--- src/rtl/sensor_packet_framer_top_macros.svh ---
// Assertion macros shared by the sensor packet framer modules.
`ifndef SENSOR_PACKET_FRAMER_TOP_MACROS_SVH
`define SENSOR_PACKET_FRAMER_TOP_MACROS_SVH

// Checks a property on every clock edge outside reset.
`define SPF_CHECK(label, prop, msg) \
   label: assert property (@(posedge clock) disable iff (reset) (prop)) else $error(msg);

// Checks that a condition seen at one edge leads to another at the next edge.
`define SPF_CHECK_NEXT(label, trig, cons, msg) \
   label: assert property (@(posedge clock) disable iff (reset) (trig) |=> (cons)) \
      else $error(msg);

`endif

--- src/rtl/spf_pkg.sv ---
// Package with the types and constants of the sensor packet framer.
`timescale 1ns / 1ps

package spf_pkg;

   localparam int NUM_LINKS_DEF = 2;
   localparam int PACKET_BYTES  = 28;
   localparam int COUNT_W       = 5;

   typedef logic [COUNT_W-1:0] count_type;

   localparam logic [7:0] HEADER_BYTE = 8'hFF;
   localparam logic [7:0] FOOTER_BYTE = 8'hFE;

   // Packet byte positions.
   localparam count_type COUNT_AFTER_FIRST = count_type'(1);
   localparam count_type COUNT_AFTER_HDR   = count_type'(2);
   localparam count_type SPACE_POS         = count_type'(8);
   localparam count_type STATUS_POS        = count_type'(25);
   localparam count_type FOOTER_POS        = count_type'(PACKET_BYTES - 1);

   localparam int SPACE_IDX  = 8;
   localparam int INDEX_IDX  = 9;
   localparam int PLOW_IDX   = 10;
   localparam int PHIGH_IDX  = 17;
   localparam int BATT_IDX   = 24;
   localparam int STATUS_IDX = 25;

   // Bytes 8 to 25 are kept per link in one shifted row.
   localparam int ROW_BYTES = STATUS_IDX - SPACE_IDX + 1;
   localparam int ROW_W     = 8 * ROW_BYTES;
   localparam int FIELD56_W = 56;

   typedef logic [ROW_W-1:0] row_type;

   typedef enum logic [1:0] {
      PH_WAIT0   = 2'd0,
      PH_WAIT1   = 2'd1,
      PH_COLLECT = 2'd2
   } phase_type;

   typedef struct packed {
      logic        channel;
      logic [7:0]  rx_byte;
      logic [31:0] now_tick;
   } item_type;

   typedef struct packed {
      logic                 channel_out;
      logic [31:0]          timestamp;
      logic [7:0]           sensor_space;
      logic [7:0]           rolling_index;
      logic [FIELD56_W-1:0] pressure_low;
      logic [FIELD56_W-1:0] pressure_high;
      logic [7:0]           battery_level;
      logic [7:0]           status_flags;
   } result_type;

endpackage

--- src/rtl/sensor_packet_framer_top.sv ---
// Top level of the sensor packet framer: input register, framer and result register.
`timescale 1ns / 1ps

// The block accepts one received byte per clock cycle on the req_ channel and keeps an
// independent framer for each sensor link. A packet is two 0xFF header bytes followed by
// data to 28 bytes in all. When byte 27 is the 0xFE footer, one result transfer is
// offered on the rsp_ channel. It carries the link, the tick of the completing byte and the
// decoded fields. The completing byte waits in the input register while it is parsed, and its
// result then moves into the result register, from which the transfer is offered.
// Packets with a bad footer are dropped without any output. The sustained rate is one byte
// per cycle: the byte sits in an input register while its framer state is updated, and its
// result, if any, moves into a result register. The input is stalled only when a completing
// byte finds the result register still full and the output stalled; bytes that finish no
// packet keep flowing. Bytes on a channel number at or above NUM_LINKS are accepted and
// ignored.

module sensor_packet_framer_top
   import spf_pkg::*;
#(
   parameter int NUM_LINKS = NUM_LINKS_DEF
)
(
   input  logic                 clock,
   input  logic                 reset,
   input  logic                 req_valid,
   output logic                 req_stall,
   input  logic                 req_channel,
   input  logic [7:0]           req_rx_byte,
   input  logic [31:0]          req_now_tick,
   output logic                 rsp_valid,
   input  logic                 rsp_stall,
   output logic                 rsp_channel_out,
   output logic [31:0]          rsp_timestamp,
   output logic [7:0]           rsp_sensor_space,
   output logic [7:0]           rsp_rolling_index,
   output logic [FIELD56_W-1:0] rsp_pressure_low,
   output logic [FIELD56_W-1:0] rsp_pressure_high,
   output logic [7:0]           rsp_battery_level,
   output logic [7:0]           rsp_status_flags
);

   `include "sensor_packet_framer_top_macros.svh"

   item_type   req_item;
   item_type   s1_item;
   logic       s1_valid;
   logic       emit;
   result_type result;
   logic       out_free;
   logic       s1_advance;
   logic       rsp_valid_ff;
   logic       rsp_valid_in;
   result_type rsp_data_ff;

   assign req_item.channel  = req_channel;
   assign req_item.rx_byte  = req_rx_byte;
   assign req_item.now_tick = req_now_tick;

   // The result register can take a new transfer when it is empty or being emptied.
   assign out_free = !rsp_valid_ff || !rsp_stall;

   // A byte leaves the input register unless it completes a packet and the result
   // register cannot take it.
   assign s1_advance = s1_valid && (!emit || out_free);
   assign req_stall  = s1_valid && !s1_advance;

   spf_in_reg u_in_reg (
      .clock      (clock),
      .reset      (reset),
      .load       (!req_stall),
      .in_valid   (req_valid),
      .in_item    (req_item),
      .item_valid (s1_valid),
      .item       (s1_item)
   );

   // The framer state advances only when the byte leaves the input register, so each
   // byte is applied exactly once even while it waits for the output.
   spf_framer #(
      .NUM_LINKS (NUM_LINKS)
   ) u_framer (
      .clock      (clock),
      .reset      (reset),
      .item_valid (s1_valid),
      .fire       (s1_advance),
      .item       (s1_item),
      .emit       (emit),
      .result     (result)
   );

   always_comb begin
      if (s1_advance && emit) begin
         rsp_valid_in = 1'b1;
      end else if (rsp_stall) begin
         rsp_valid_in = rsp_valid_ff;
      end else begin
         rsp_valid_in = 1'b0;
      end
   end

   always_ff @(posedge clock) begin
      if (reset) begin
         rsp_valid_ff <= 1'b0;
      end else begin
         rsp_valid_ff <= rsp_valid_in;
      end
   end

   always_ff @(posedge clock) begin
      if (s1_advance && emit) begin
         rsp_data_ff <= result;
      end
   end

   assign rsp_valid         = rsp_valid_ff;
   assign rsp_channel_out   = rsp_data_ff.channel_out;
   assign rsp_timestamp     = rsp_data_ff.timestamp;
   assign rsp_sensor_space  = rsp_data_ff.sensor_space;
   assign rsp_rolling_index = rsp_data_ff.rolling_index;
   assign rsp_pressure_low  = rsp_data_ff.pressure_low;
   assign rsp_pressure_high = rsp_data_ff.pressure_high;
   assign rsp_battery_level = rsp_data_ff.battery_level;
   assign rsp_status_flags  = rsp_data_ff.status_flags;

   `SPF_CHECK(a_no_overwrite,
      (rsp_valid_ff && rsp_stall && s1_valid && emit) |-> req_stall,
      "completed packet would overwrite a result still waiting for transfer")
   `SPF_CHECK_NEXT(a_no_phantom,
      (out_free && !(s1_advance && emit)), !rsp_valid_ff,
      "result register holds a transfer that no completed packet produced")

endmodule

--- src/rtl/spf_in_reg.sv ---
// Input register stage of the sensor packet framer.
`timescale 1ns / 1ps

module spf_in_reg
   import spf_pkg::*;
(
   input  logic     clock,
   input  logic     reset,
   input  logic     load,
   input  logic     in_valid,
   input  item_type in_item,
   output logic     item_valid,
   output item_type item
);

   logic     valid_ff;
   logic     valid_in;
   item_type item_ff;

   assign valid_in = load ? in_valid : valid_ff;

   always_ff @(posedge clock) begin
      if (reset) begin
         valid_ff <= 1'b0;
      end else begin
         valid_ff <= valid_in;
      end
   end

   always_ff @(posedge clock) begin
      if (load && in_valid) begin
         item_ff <= in_item;
      end
   end

   assign item_valid = valid_ff;
   assign item       = item_ff;

endmodule

--- src/rtl/spf_framer.sv ---
// Per-link framer state and the combinational packet parser.
`timescale 1ns / 1ps

module spf_framer
   import spf_pkg::*;
#(
   parameter int NUM_LINKS = NUM_LINKS_DEF
)
(
   input  logic       clock,
   input  logic       reset,
   input  logic       item_valid,
   input  logic       fire,
   input  item_type   item,
   output logic       emit,
   output result_type result
);

   `include "sensor_packet_framer_top_macros.svh"

   localparam int LINK_W = (NUM_LINKS > 1) ? $clog2(NUM_LINKS) : 1;

   phase_type phase_ff [NUM_LINKS];
   count_type count_ff [NUM_LINKS];
   row_type   row_ff   [NUM_LINKS];

   logic              link_ok;
   logic [LINK_W-1:0] rd_idx;
   phase_type         phase;
   count_type         cnt;
   row_type           row;
   phase_type         phase_in;
   count_type         count_in;
   row_type           row_in;

   // Channels beyond the configured links are ignored entirely.
   assign link_ok = 32'(item.channel) < NUM_LINKS;
   assign rd_idx  = link_ok ? LINK_W'(item.channel) : '0;
   assign phase   = phase_ff[rd_idx];
   assign cnt     = count_ff[rd_idx];
   assign row     = row_ff[rd_idx];

   // Next state of the addressed link.
   always_comb begin
      phase_in = phase;
      count_in = cnt;
      row_in   = row;
      case (phase)
         PH_WAIT1: begin
            if (item.rx_byte == HEADER_BYTE) begin
               count_in = COUNT_AFTER_HDR;
               phase_in = PH_COLLECT;
            end else begin
               count_in = '0;
               phase_in = PH_WAIT0;
            end
         end
         PH_COLLECT: begin
            if (cnt inside {[SPACE_POS:STATUS_POS]}) begin
               row_in = {item.rx_byte, row[ROW_W-1:8]};
            end
            if (cnt >= FOOTER_POS) begin
               count_in = '0;
               phase_in = PH_WAIT0;
            end else begin
               count_in = count_type'(cnt + 1'b1);
            end
         end
         default: begin
            if (item.rx_byte == HEADER_BYTE) begin
               count_in = COUNT_AFTER_FIRST;
               phase_in = PH_WAIT1;
            end
         end
      endcase
   end

   // Result of the item: the last byte of a packet is the footer itself.
   always_comb begin
      emit = item_valid && link_ok && (phase == PH_COLLECT) && (cnt >= FOOTER_POS)
             && (item.rx_byte == FOOTER_BYTE);
      result.channel_out   = item.channel;
      result.timestamp     = item.now_tick;
      result.sensor_space  = row[8*(SPACE_IDX-SPACE_IDX) +: 8];
      result.rolling_index = row[8*(INDEX_IDX-SPACE_IDX) +: 8];
      result.pressure_low  = row[8*(PLOW_IDX-SPACE_IDX) +: FIELD56_W];
      result.pressure_high = row[8*(PHIGH_IDX-SPACE_IDX) +: FIELD56_W];
      result.battery_level = row[8*(BATT_IDX-SPACE_IDX) +: 8];
      result.status_flags  = row[8*(STATUS_IDX-SPACE_IDX) +: 8];
   end

   always_ff @(posedge clock) begin
      if (reset) begin
         for (int i = 0; i < NUM_LINKS; i++) begin
            phase_ff[i] <= PH_WAIT0;
            count_ff[i] <= '0;
         end
      end else if (fire && link_ok) begin
         phase_ff[rd_idx] <= phase_in;
         count_ff[rd_idx] <= count_in;
      end
   end

   always_ff @(posedge clock) begin
      if (fire && link_ok) begin
         row_ff[rd_idx] <= row_in;
      end
   end

   `SPF_CHECK(a_collect_count,
      (item_valid && phase == PH_COLLECT) |-> (cnt >= COUNT_AFTER_HDR && cnt <= FOOTER_POS),
      "collecting link holds a byte count outside the packet")
   `SPF_CHECK(a_wait1_count,
      (item_valid && phase == PH_WAIT1) |-> (cnt == COUNT_AFTER_FIRST),
      "link waiting for the second header does not hold exactly one byte")

endmodule
--- config.mk ---
export PLATFORM = sky130hd
export DESIGN_NAME = sensor_packet_framer_top
export DESIGN_NICKNAME = d
export VERILOG_FILES = /design/src/rtl/spf_pkg.sv /design/src/rtl/sensor_packet_framer_top.sv /design/src/rtl/spf_in_reg.sv /design/src/rtl/spf_framer.sv
export VERILOG_INCLUDE_DIRS = /design/src /design/src/rtl
export SDC_FILE = /design/constraint.sdc
export NUM_CORES = 1
export LEC_CHECK = 0
export BUFFER_PORTS_ARGS = -buffer_cell sky130_fd_sc_hd__buf_2
export CORE_UTILIZATION = 40
export DETAILED_ROUTE_END_ITERATION = 8
export PLACE_DENSITY = 0.63
export SLEW_MARGIN = 20
export SYNTH_ARGS = -nofsm -noshare
export SYNTH_HDL_FRONTEND = slang
export SYNTH_SLANG_ARGS = --single-unit
--- constraint.sdc ---
create_clock -name clock -period 21 [get_ports clock]
set_input_delay 2.1 -clock clock [delete_from_list [all_inputs] [get_ports clock]]
set_output_delay 2.1 -clock clock [all_outputs]
set_load 0.01 [all_outputs]
After elaboration in Yosys (flattened, before gate mapping)
Memories as Yosys holds them, arrays and structs flattened. A register that Yosys moved wholly into a read port is not among the register bits.
Cells that the tools add are included.
W data, S select, Z words.
{"block": "op_classes", "magnitude_cmp": 3, "n_addsub": 1, "n_eq_ne": 5, "n_reduce_logical": 17, "mux": 27}
{"operator": "$mux W144", "n": 2}
{"operator": "$eq A8 B8 Y1 const B", "n": 2}
{"operator": "$mux W1", "n": 15}
{"operator": "$mux W5", "n": 3}
{"operator": "$mux W2", "n": 5}
{"operator": "$pmux W5 S2", "n": 1}
{"operator": "$logic_and A1 B1 Y1", "n": 8}
{"operator": "$add A5 B1 Y5 const B", "n": 1}
{"operator": "$ge A5 B4 Y1 const B", "n": 1}
{"operator": "$ge A5 B5 Y1 const B", "n": 1}
{"operator": "$le A5 B5 Y1 const B", "n": 1}
{"operator": "$logic_not A1 Y1", "n": 5}
{"operator": "$reduce_or A5 Y1", "n": 1}
{"operator": "$pmux W2 S2", "n": 1}
{"operator": "$eq A2 B1 Y1 const B", "n": 1}
{"operator": "$eq A2 B2 Y1 const B", "n": 1}
{"operator": "$logic_or A1 B1 Y1", "n": 2}
{"operator": "$ne A2 B1 Y1 const B", "n": 1}
{"operator": "$reduce_or A2 Y1", "n": 1}
{"block": "totals", "input_bits": 45, "ff_bits": 220, "n_memories": 3, "wordCells": 69, "mem_bits_rw": 302, "output_inout_bits": 179}
{"memory": "u_framer.row_ff", "words": 2, "word_bits": 144, "read_ports": 1, "rd_clocked_by_memory_dff": 1, "write_ports": 1, "line": "spf_framer.sv:25", "source": "row_type row_ff [NUM_LINKS];"}
{"memory": "u_framer.count_ff", "words": 2, "word_bits": 5, "read_ports": 1, "rd_clocked_by_memory_dff": 1, "write_ports": 2, "line": "spf_framer.sv:24", "source": "count_type count_ff [NUM_LINKS];"}
{"memory": "u_framer.phase_ff", "words": 2, "word_bits": 2, "read_ports": 1, "rd_clocked_by_memory_dff": 1, "write_ports": 2, "line": "spf_framer.sv:23", "source": "phase_type phase_ff [NUM_LINKS];"}

Logic depth before layout (Yosys ltp)
Gate-level depths: netlist (run 1).
{"block": "logic_depth", "depth_word": 12, "ltp_mapped": 11}

By module
A second synthesis (run 1) with hierarchy kept.
{"block": "hier_totals", "cells_unflattened": 1098, "area_unflattened_um2": 20138.1}
{"module": "spf_framer", "cells_per_inst": 867, "seq_area_each_um2": 9068.7, "n_inst": 1, "area_per_inst_um2": 13492.9}
{"module": "sensor_packet_framer_top", "cells_per_inst": 186, "seq_area_each_um2": 5335.1, "n_inst": 1, "area_per_inst_um2": 5372.7}
{"module": "spf_in_reg", "cells_per_inst": 45, "seq_area_each_um2": 1251.2, "n_inst": 1, "area_per_inst_um2": 1272.5}

Least setup slack after synthesis (run 1)
OpenSTA, ideal clock, no wires.
{"block": "synth_timing", "path_kind": "in2reg", "start": "input port rsp_stall", "end": "memory u_framer.count_ff[1][0] (netlist bit), enable pin", "setup_ns": 0.328, "path_stages": 4, "required_time_ns": 20.672, "t_arrival_ns": 9.202, "setup_slack_ns": 11.470, "path_buffers": 0, "cell_sequence": "nand2_1 > nor4_4 > nor2_1 > or2_2"}
{"item": "start: declaration", "line": "sensor_packet_framer_top.sv:31", "source": "input logic rsp_stall,"}
{"item": "end: declaration", "line": "spf_framer.sv:24"}

Worst setup path after layout (run 1)
{"block": "layout_timing", "start": "input port rsp_stall", "end": "output port req_stall"}
{"block": "layout_between", "elab_chain_len": 6}
{"item": "$logic_not A1 Y1", "line": "sensor_packet_framer_top.sv:60", "source": "assign out_free = !rsp_valid_ff || !rsp_stall;"}
{"item": "$logic_or A1 B1 Y1", "line": "sensor_packet_framer_top.sv:60"}
{"item": "$logic_or A1 B1 Y1", "line": "sensor_packet_framer_top.sv:64", "source": "assign s1_advance = s1_valid && (!emit || out_free);"}
{"item": "$logic_and A1 B1 Y1", "line": "sensor_packet_framer_top.sv:64"}
{"item": "$logic_not A1 Y1", "line": "sensor_packet_framer_top.sv:65", "source": "assign req_stall = s1_valid && !s1_advance;"}
{"item": "$logic_and A1 B1 Y1", "line": "sensor_packet_framer_top.sv:65"}
{"item": "end: declaration", "line": "sensor_packet_framer_top.sv:26", "source": "output logic req_stall,"}
Every way passes these cells.

==> reports/results.ini, run 1 <==
[die]
num_io_pins = 224
core_area_um2 = 49100
initial_core_util_pct = 40.6
rows = 81
die_h_um = 225
die_w_um = 225
die-area_um2 = 50700

[routing]
drt-initial-drc-count = 573
postRouteAntennaNets = 0
routed_wl_mm = 36.0
vias_per_cell = 4.70
vias = 9533
wl_per_cell_um = 17.7
drcViolationCount = 0
drt_pass1_iterations = 5

[cts]
htreeDepth = 2
cts-root-buf = clkbuf_16
cts_sinks = 523
cts_setup_buffers = 0
cts_tree = built
cts_hold_buffers = 0
clock_latency_ns = 0.60
clk_path_buf_depth = 3
ctsResizeCount = 0
clk_pin_slew_ns = 0.06
cts_buffers = 56

[synth]
synth_top_area_cell = edfxtp_1
synth_cell_type_count = 41
ys_warn_count = 0
synth_top_cell_area_share_pct = 78.3
syn_area_um2 = 19900
synthArstFlopShare_pct = 0
seq_area_frac_synth_pct = 78.6
ys.flop_type = edfxtp_1
synth_seq_cells = 523
syn_inst = 1061
synth_area_leaders = edfxtp_1 78%, mux2i_1 13%, inv_1 2.5%, mux2_2 2.3%, buf_6 0.57%
synth_nets = 1111
avgSynthCellArea_um2 = 18.8
synth-edff-count = 520

[pwr]
p_per_area_nw_per_um2 = 96.8
leakagePower_nw = 9.56
ir_worst_vdd_v = 0.0000680

[global_route]
grt_use_met3_pct = 3.56
grt-ovfl-total = 0
grt_max_degree = 106
grtUsageTotal_pct = 14.0
use_met1_pct = 18.1
grt_busiest_layer = met2
grt_pass1_vias = 9671
grt_util_met2_pct = 23.1
grt_antenna_before_repair = 0
grt_pass1_wl_mm = 54.4

[critical_path]
path_max_fanout = 7
cp-startpoint = rsp_stall
cp.required_ns = 18.90
timing_worst_setup_path_type = in -> out
crit_path_end_kind = output pin
cp-start-kind = primary input
critPathArrivalTime_ns = 3.06

[timing]
finalCritPeriodShare_pct = 24.6
hold_ws_ns = 0.412
finalSetupViolCount = 0
layout_min_cycle_time_ns = 5.16
maxSlewViolCount = 0
slew_headroom_pct = 26.3
postLayoutSetupSlackWorst_ns = 15.84
worstMarginPinSlew_ns = 1.11
rsz0062_at_grt = false
tns_ns = 0
hold_viol = 0
fmax_mhz = 194
fin_skew_ns = 0.0134

[placed_design]
place_ws_ns = 15.83
gp_congestion = 0.712
portBuffers = 223
placed_area_um2 = 21800
hpwl_mm = 21.3

[status]
status = finished clean

[finish]
area_growth_pct = 18.0
layout.nets = 1369
antennaDiodeCount = 0
drive_gt1_share_pct = 26.2
design_area_um2 = 23500

[min_path]
min_from = u_in_reg.item[26]$_DFFE_PP_
hold_class = reg -> reg

[job]
max-cap-violations = 0

-- layout make-up --
type / count / area, um2
Sequential cell: 523 / 15700
Multi-Input combinational cell: 368 / 3530
Clock inverter: 29 / 250
Inverter: 135 / 514
Clock buffer: 75 / 1470
Timing Repair Buffer: 235 / 1240
Tap cell: 664 / 831
Fill cell: 4242 / 25500
-- cell families (layout without fill, tap and decap cells) --
kind of cell               Yosys count  in the layout  share of synthesized area (%)
adders and majority gates            5              5                          0.314
buffers and inverters              170            474                           3.80
DFF                                523            523                           78.6
AOI/OAI and AO/OA                   17             17                          0.653
muxes                              297            297                           15.2
and+or+nand+nor                     47             47                           1.28
xor gates and xnor gates             2              2                         0.0879
-- routing by layer --
layer  up-vias  wire length, um
met4         0              841
met2       214            17400
met5         -                0
met3        66             1950
li1       4500                -
met1      4753            15800
-- path summary, 6_finish.rpt --
kind	slack, ns	endpoint	cells after the start
setup / recovery	15.84	req_stall	4
hold / removal	0.41	rsp_timestamp[26]$_DFFE_PP_	0
hold reg to reg	0.41	rsp_timestamp[26]$_DFFE_PP_	0
setup reg to reg	16.69	u_framer.row_ff[1][66]$_DFFE_PP_	9
-- cells in the final DEF, fill, tap and decap left out, types with 2 or more instances in the layout --
master        n
edfxtp_1    520
mux2i_1     252
buf_2       223
inv_1       134
clkbuf_16    56
mux2_2       40
clkbuf_1     19
nor2_1       15
clkinv_1     12
buf_4         9
clkinv_2      6
nand2_1       5
nand3_1       5
ha_1          5
nor2b_1       4
mux2_1        4
o21a_1        3
nor3_1        3
a21oi_1       3
a22oi_1       3
bufinv_16     3
clkinvlp_4    3
and4_1        2
and3_1        2
nor2_4        2
clkinv_4      2
dfxtp_1       2
-- worst max-delay path: stages --
cell	delay, ns
buf_2	0.08
nand2_1	0.10
nor4_4	0.55
buf_2	0.23
-- synth_stat cells, types with 2 or more instances --
cell / count
mux2i_1: 252
buf_4: 7
ha_1: 5
inv_1: 135
edfxtp_1: 520
and3_1: 2
nor2b_1: 5
a22oi_1: 3
buf_2: 15
dfxtp_1: 3
nor3_1: 3
and4_1: 2
mux2_2: 40
nand3_1: 5
o21a_1: 3
clkbuf_1: 2
nand2_1: 5
a21oi_1: 3
buf_6: 10
mux2_1: 4
nor2_1: 17
-- report_power, final --
| group | switching (mW) | internal [mW] | leakage (nW) | total [mW] |
|---|---|---|---|---|
| combinational | 0.0893 | 0.0540 | 3.92 | 0.143 |
| clock | 0.392 | 0.530 | 0.827 | 0.922 |
| sequential | 0.0113 | 1.20 | 4.81 | 1.21 |
| total | 0.492 | 1.79 | 9.56 | 2.28 |
-- state kept, by name, indices dropped and copies added, names as in the netlist, named ones only --
register and cells:
rsp_battery_level 8, rsp_channel_out 1, rsp_pressure_high 56, rsp_pressure_low 56, rsp_rolling_index 8, rsp_sensor_space 8
rsp_status_flags 8, rsp_timestamp 32, rsp_valid 1, u_framer.count_ff 10, u_framer.phase_ff 4, u_framer.row_ff 288
u_in_reg.item 41, u_in_reg.item_valid 1
-- per-stage QoR --
stage	util [%]	cells	power, mW
4_1_cts	47.9	2028	2.31
3_3_place_gp	44.3	1923	1.37
6_report	47.9	2029	2.28
5_1_grt	47.9	2029	2.37
3_5_place_dp	44.4	1924	1.38
2_1_floorplan	-	1061	1.34
Power figures use the tool's default switching activity.
==> run 2, diff against run 1 <==
==> constraint.sdc (replaced) <==
create_clock -name clock -period 5.3 [get_ports clock]
set_input_delay 0.53 -clock clock [delete_from_list [all_inputs] [get_ports clock]]
set_output_delay 0.53 -clock clock [all_outputs]
set_load 0.01 [all_outputs]
==> run 2 against run 1 <==
Setup slack lost 14 ns. Design area shrank 0.20%. Wire length shrank 0.69%. Core utilization shrank 0.094 points. Via count shrank 0.67%. Non-clock buffer count shrank 3. Clock power grew to 3.9 times the previous value. Final cell count shrank 0.59%. Sequential share of layout area grew 0.13 points. Global-route usage is essentially flat. Hold slack lost 0.31 ns.
==> reports/results.ini, run 2 (same netlist as run 1, synthesis figures left out) <==
[status]
status = finished clean

[routing]
drcViolationCount = 0  ; unchanged
drt_pass1_iterations = 5  ; unchanged
postRouteAntennaNets = 0  ; unchanged
vias_per_cell = 4.69  ; about the same
vias = 9469  ; -0.67%
routed_wl_mm = 35.7  ; -0.69%
drt-initial-drc-count = 557  ; -2.8%
wl_per_cell_um = 17.7  ; about the same

[cts]
htreeDepth = 2  ; unchanged
cts_buffers = 54  ; -3.6%
clock_latency_ns = 0.60  ; about the same
cts_setup_buffers = 0  ; unchanged
ctsResizeCount = 0  ; unchanged
clk_path_buf_depth = 3  ; unchanged
cts_tree = built
cts-root-buf = clkbuf_16
clk_pin_slew_ns = 0.06  ; about the same
cts_sinks = 523  ; unchanged
cts_hold_buffers = 0  ; unchanged

[pwr]
intPower_mw = 7.03  ; +290%
p_comb_share_pct = 6.3  ; about the same
p_per_area_nw_per_um2 = 382  ; +290%
power.total_mw = 8.96  ; +290%
p_clk_share_pct = 40.0  ; -0.5 points
leakagePower_nw = 9.53  ; -0.32%
p_switching_mw = 1.93  ; +290%
pwr-share-seq_pct = 53.7  ; +0.5 points
swShare_pct = 21.5  ; -0.088 points
ir_worst_vdd_v = 0.000246  ; +260%

[die]
num_io_pins = 224  ; unchanged
core_area_um2 = 49100  ; unchanged
die_w_um = 225  ; unchanged
initial_core_util_pct = 40.6  ; unchanged
rows = 81  ; unchanged
die-area_um2 = 50700  ; unchanged
die_h_um = 225  ; unchanged

[finish]
fin_cells = 2017  ; -0.59%
regArea_um2 = 15700  ; unchanged
drive_gt1_share_pct = 26.2  ; +0.084 points
multi_input_area_um2 = 3530  ; unchanged
regMostFlops = u_framer.row_ff
area_growth_pct = 17.8
design_area_um2 = 23500  ; -0.20%
fillers = 4238  ; -0.094%
largest_reg_flops = 288  ; unchanged
layout.nets = 1364  ; -0.37%
mostFrequentLayoutCell = edfxtp_1
fin_util_pct = 47.9  ; -0.094 points
most-common-layout-cells = 520 x edfxtp_1, 252 x mux2i_1, 223 x buf_2
antennaDiodeCount = 0  ; unchanged

[critical_path]
crit_path_end_kind = output pin
path_max_fanout = 58  ; +51
timing_worst_setup_path_type = reg -> out
critPathArrivalTime_ns = 3.32  ; +0.26 ns
cp-start-kind = flip-flop
cp.required_ns = 4.77  ; -14.13 ns

[job]
max-cap-violations = 0  ; unchanged

[timing]
fmax_mhz = 260
worstMarginPinSlew_ns = 0.997  ; -0.109 ns
rsz0062_at_grt = false
slew_headroom_pct = 33.6  ; +7.3 points
fin_skew_ns = 0.0196  ; +0.00624 ns
maxSlewViolCount = 0  ; unchanged
layout_min_cycle_time_ns = 3.85
tns_ns = 0  ; unchanged
hold_viol = 0  ; unchanged
finalSetupViolCount = 0  ; unchanged
finalCritPeriodShare_pct = 72.7

[placed_design]
gp_congestion = 0.735  ; +3.3%
hpwl_mm = 21.0  ; -1.6%
portBuffers = 223  ; unchanged
placed_area_um2 = 21800  ; +0.20%
placedCellCount = 1922  ; -0.10%

[global_route]
grt_max_degree = 145  ; +37%
grt_pass1_wl_mm = 54.4  ; about the same
grt_pass1_vias = 9668  ; -0.031%
grt-ovfl-total = 0  ; unchanged
grt_antenna_before_repair = 0  ; unchanged
grtUsageTotal_pct = 14.0  ; about the same

[min_path]
hold_class = in -> reg

## run 2: changes by cell type in the layout (fill, tap and decap cells not counted), moves of 2 or more
cell | before | now
buf_12 | 1 | 6
clkbuf_16 | 56 | 54
clkbuf_1 | 19 | 9
clkinv_2 | 6 | 8
buf_4 | 9 | 3
## run 2: stage by stage
| stage | worst slack (ns) | hold WS (ns) |
|---|---|---|
| 6_report | 1.45 | 0.105 |
| 3_5_place_dp | 1.53 | 0.405 |
| 3_3_place_gp | 1.55 | 0.400 |
| 5_1_grt | 1.14 | 0.0697 |
| 4_1_cts | 1.35 | 0.0570 |
| 2_1_floorplan | 0.578 | 0.400 |
## run 2: final timing paths
path	from	endpoint	cells after the start	slack, ns
worst max-delay path	flip-flop	req_stall	6	1.45
worst min-delay path	req_now_tick[17]	u_in_reg.item[17]$_DFFE_PP_	1	0.11
worst max register to register	flip-flop	u_framer.row_ff[0][49]$_DFFE_PP_	9	1.54
worst min register to register	u_in_reg.item[4]$_DFFE_PP_	rsp_timestamp[4]$_DFFE_PP_	0	0.41
## run 2: power groups by stage
stage | Combinational, mW | Sequential, mW | Clock [mW]
6_report | 0.561 | 4.81 | 3.58
3_3_place_gp | 0.553 | 4.89 | 0
3_5_place_dp | 0.570 | 4.90 | 0
5_1_grt | 0.617 | 4.82 | 3.85
4_1_cts | 0.573 | 4.81 | 3.70
2_1_floorplan | 0.433 | 4.87 | 0
## run 2: layer usage
| metal | share of wire, % | GRT usage (%) |
|---|---|---|
| met3 | 4.8 | 3.13 |
| met5 | 0 | 0 |
| met2 | 48 | 22.4 |
| met1 | 45 | 18.8 |
| met4 | 2.5 | 4.81 |
## run 2: area by class of cell
cell class / instances / share of cell area [%]
Sequential cell: 523 / 66.8
Clock buffer: 63 / 5.90
Timing Repair Buffer: 232 / 5.36
Multi-Input combinational cell: 368 / 15.0
Tap cell: 664 / 3.54
Clock inverter: 32 / 1.19
Inverter: 135 / 2.17
## run 2: worst max-delay path, cell delays in order, from the launching register on
cell	delay (ns)
dfxtp_4	0.99
mux2i_1	0.39
ha_1	0.30
nor2b_1	0.16
nand4_1	0.18
nor4_4	0.44
buf_2	0.24
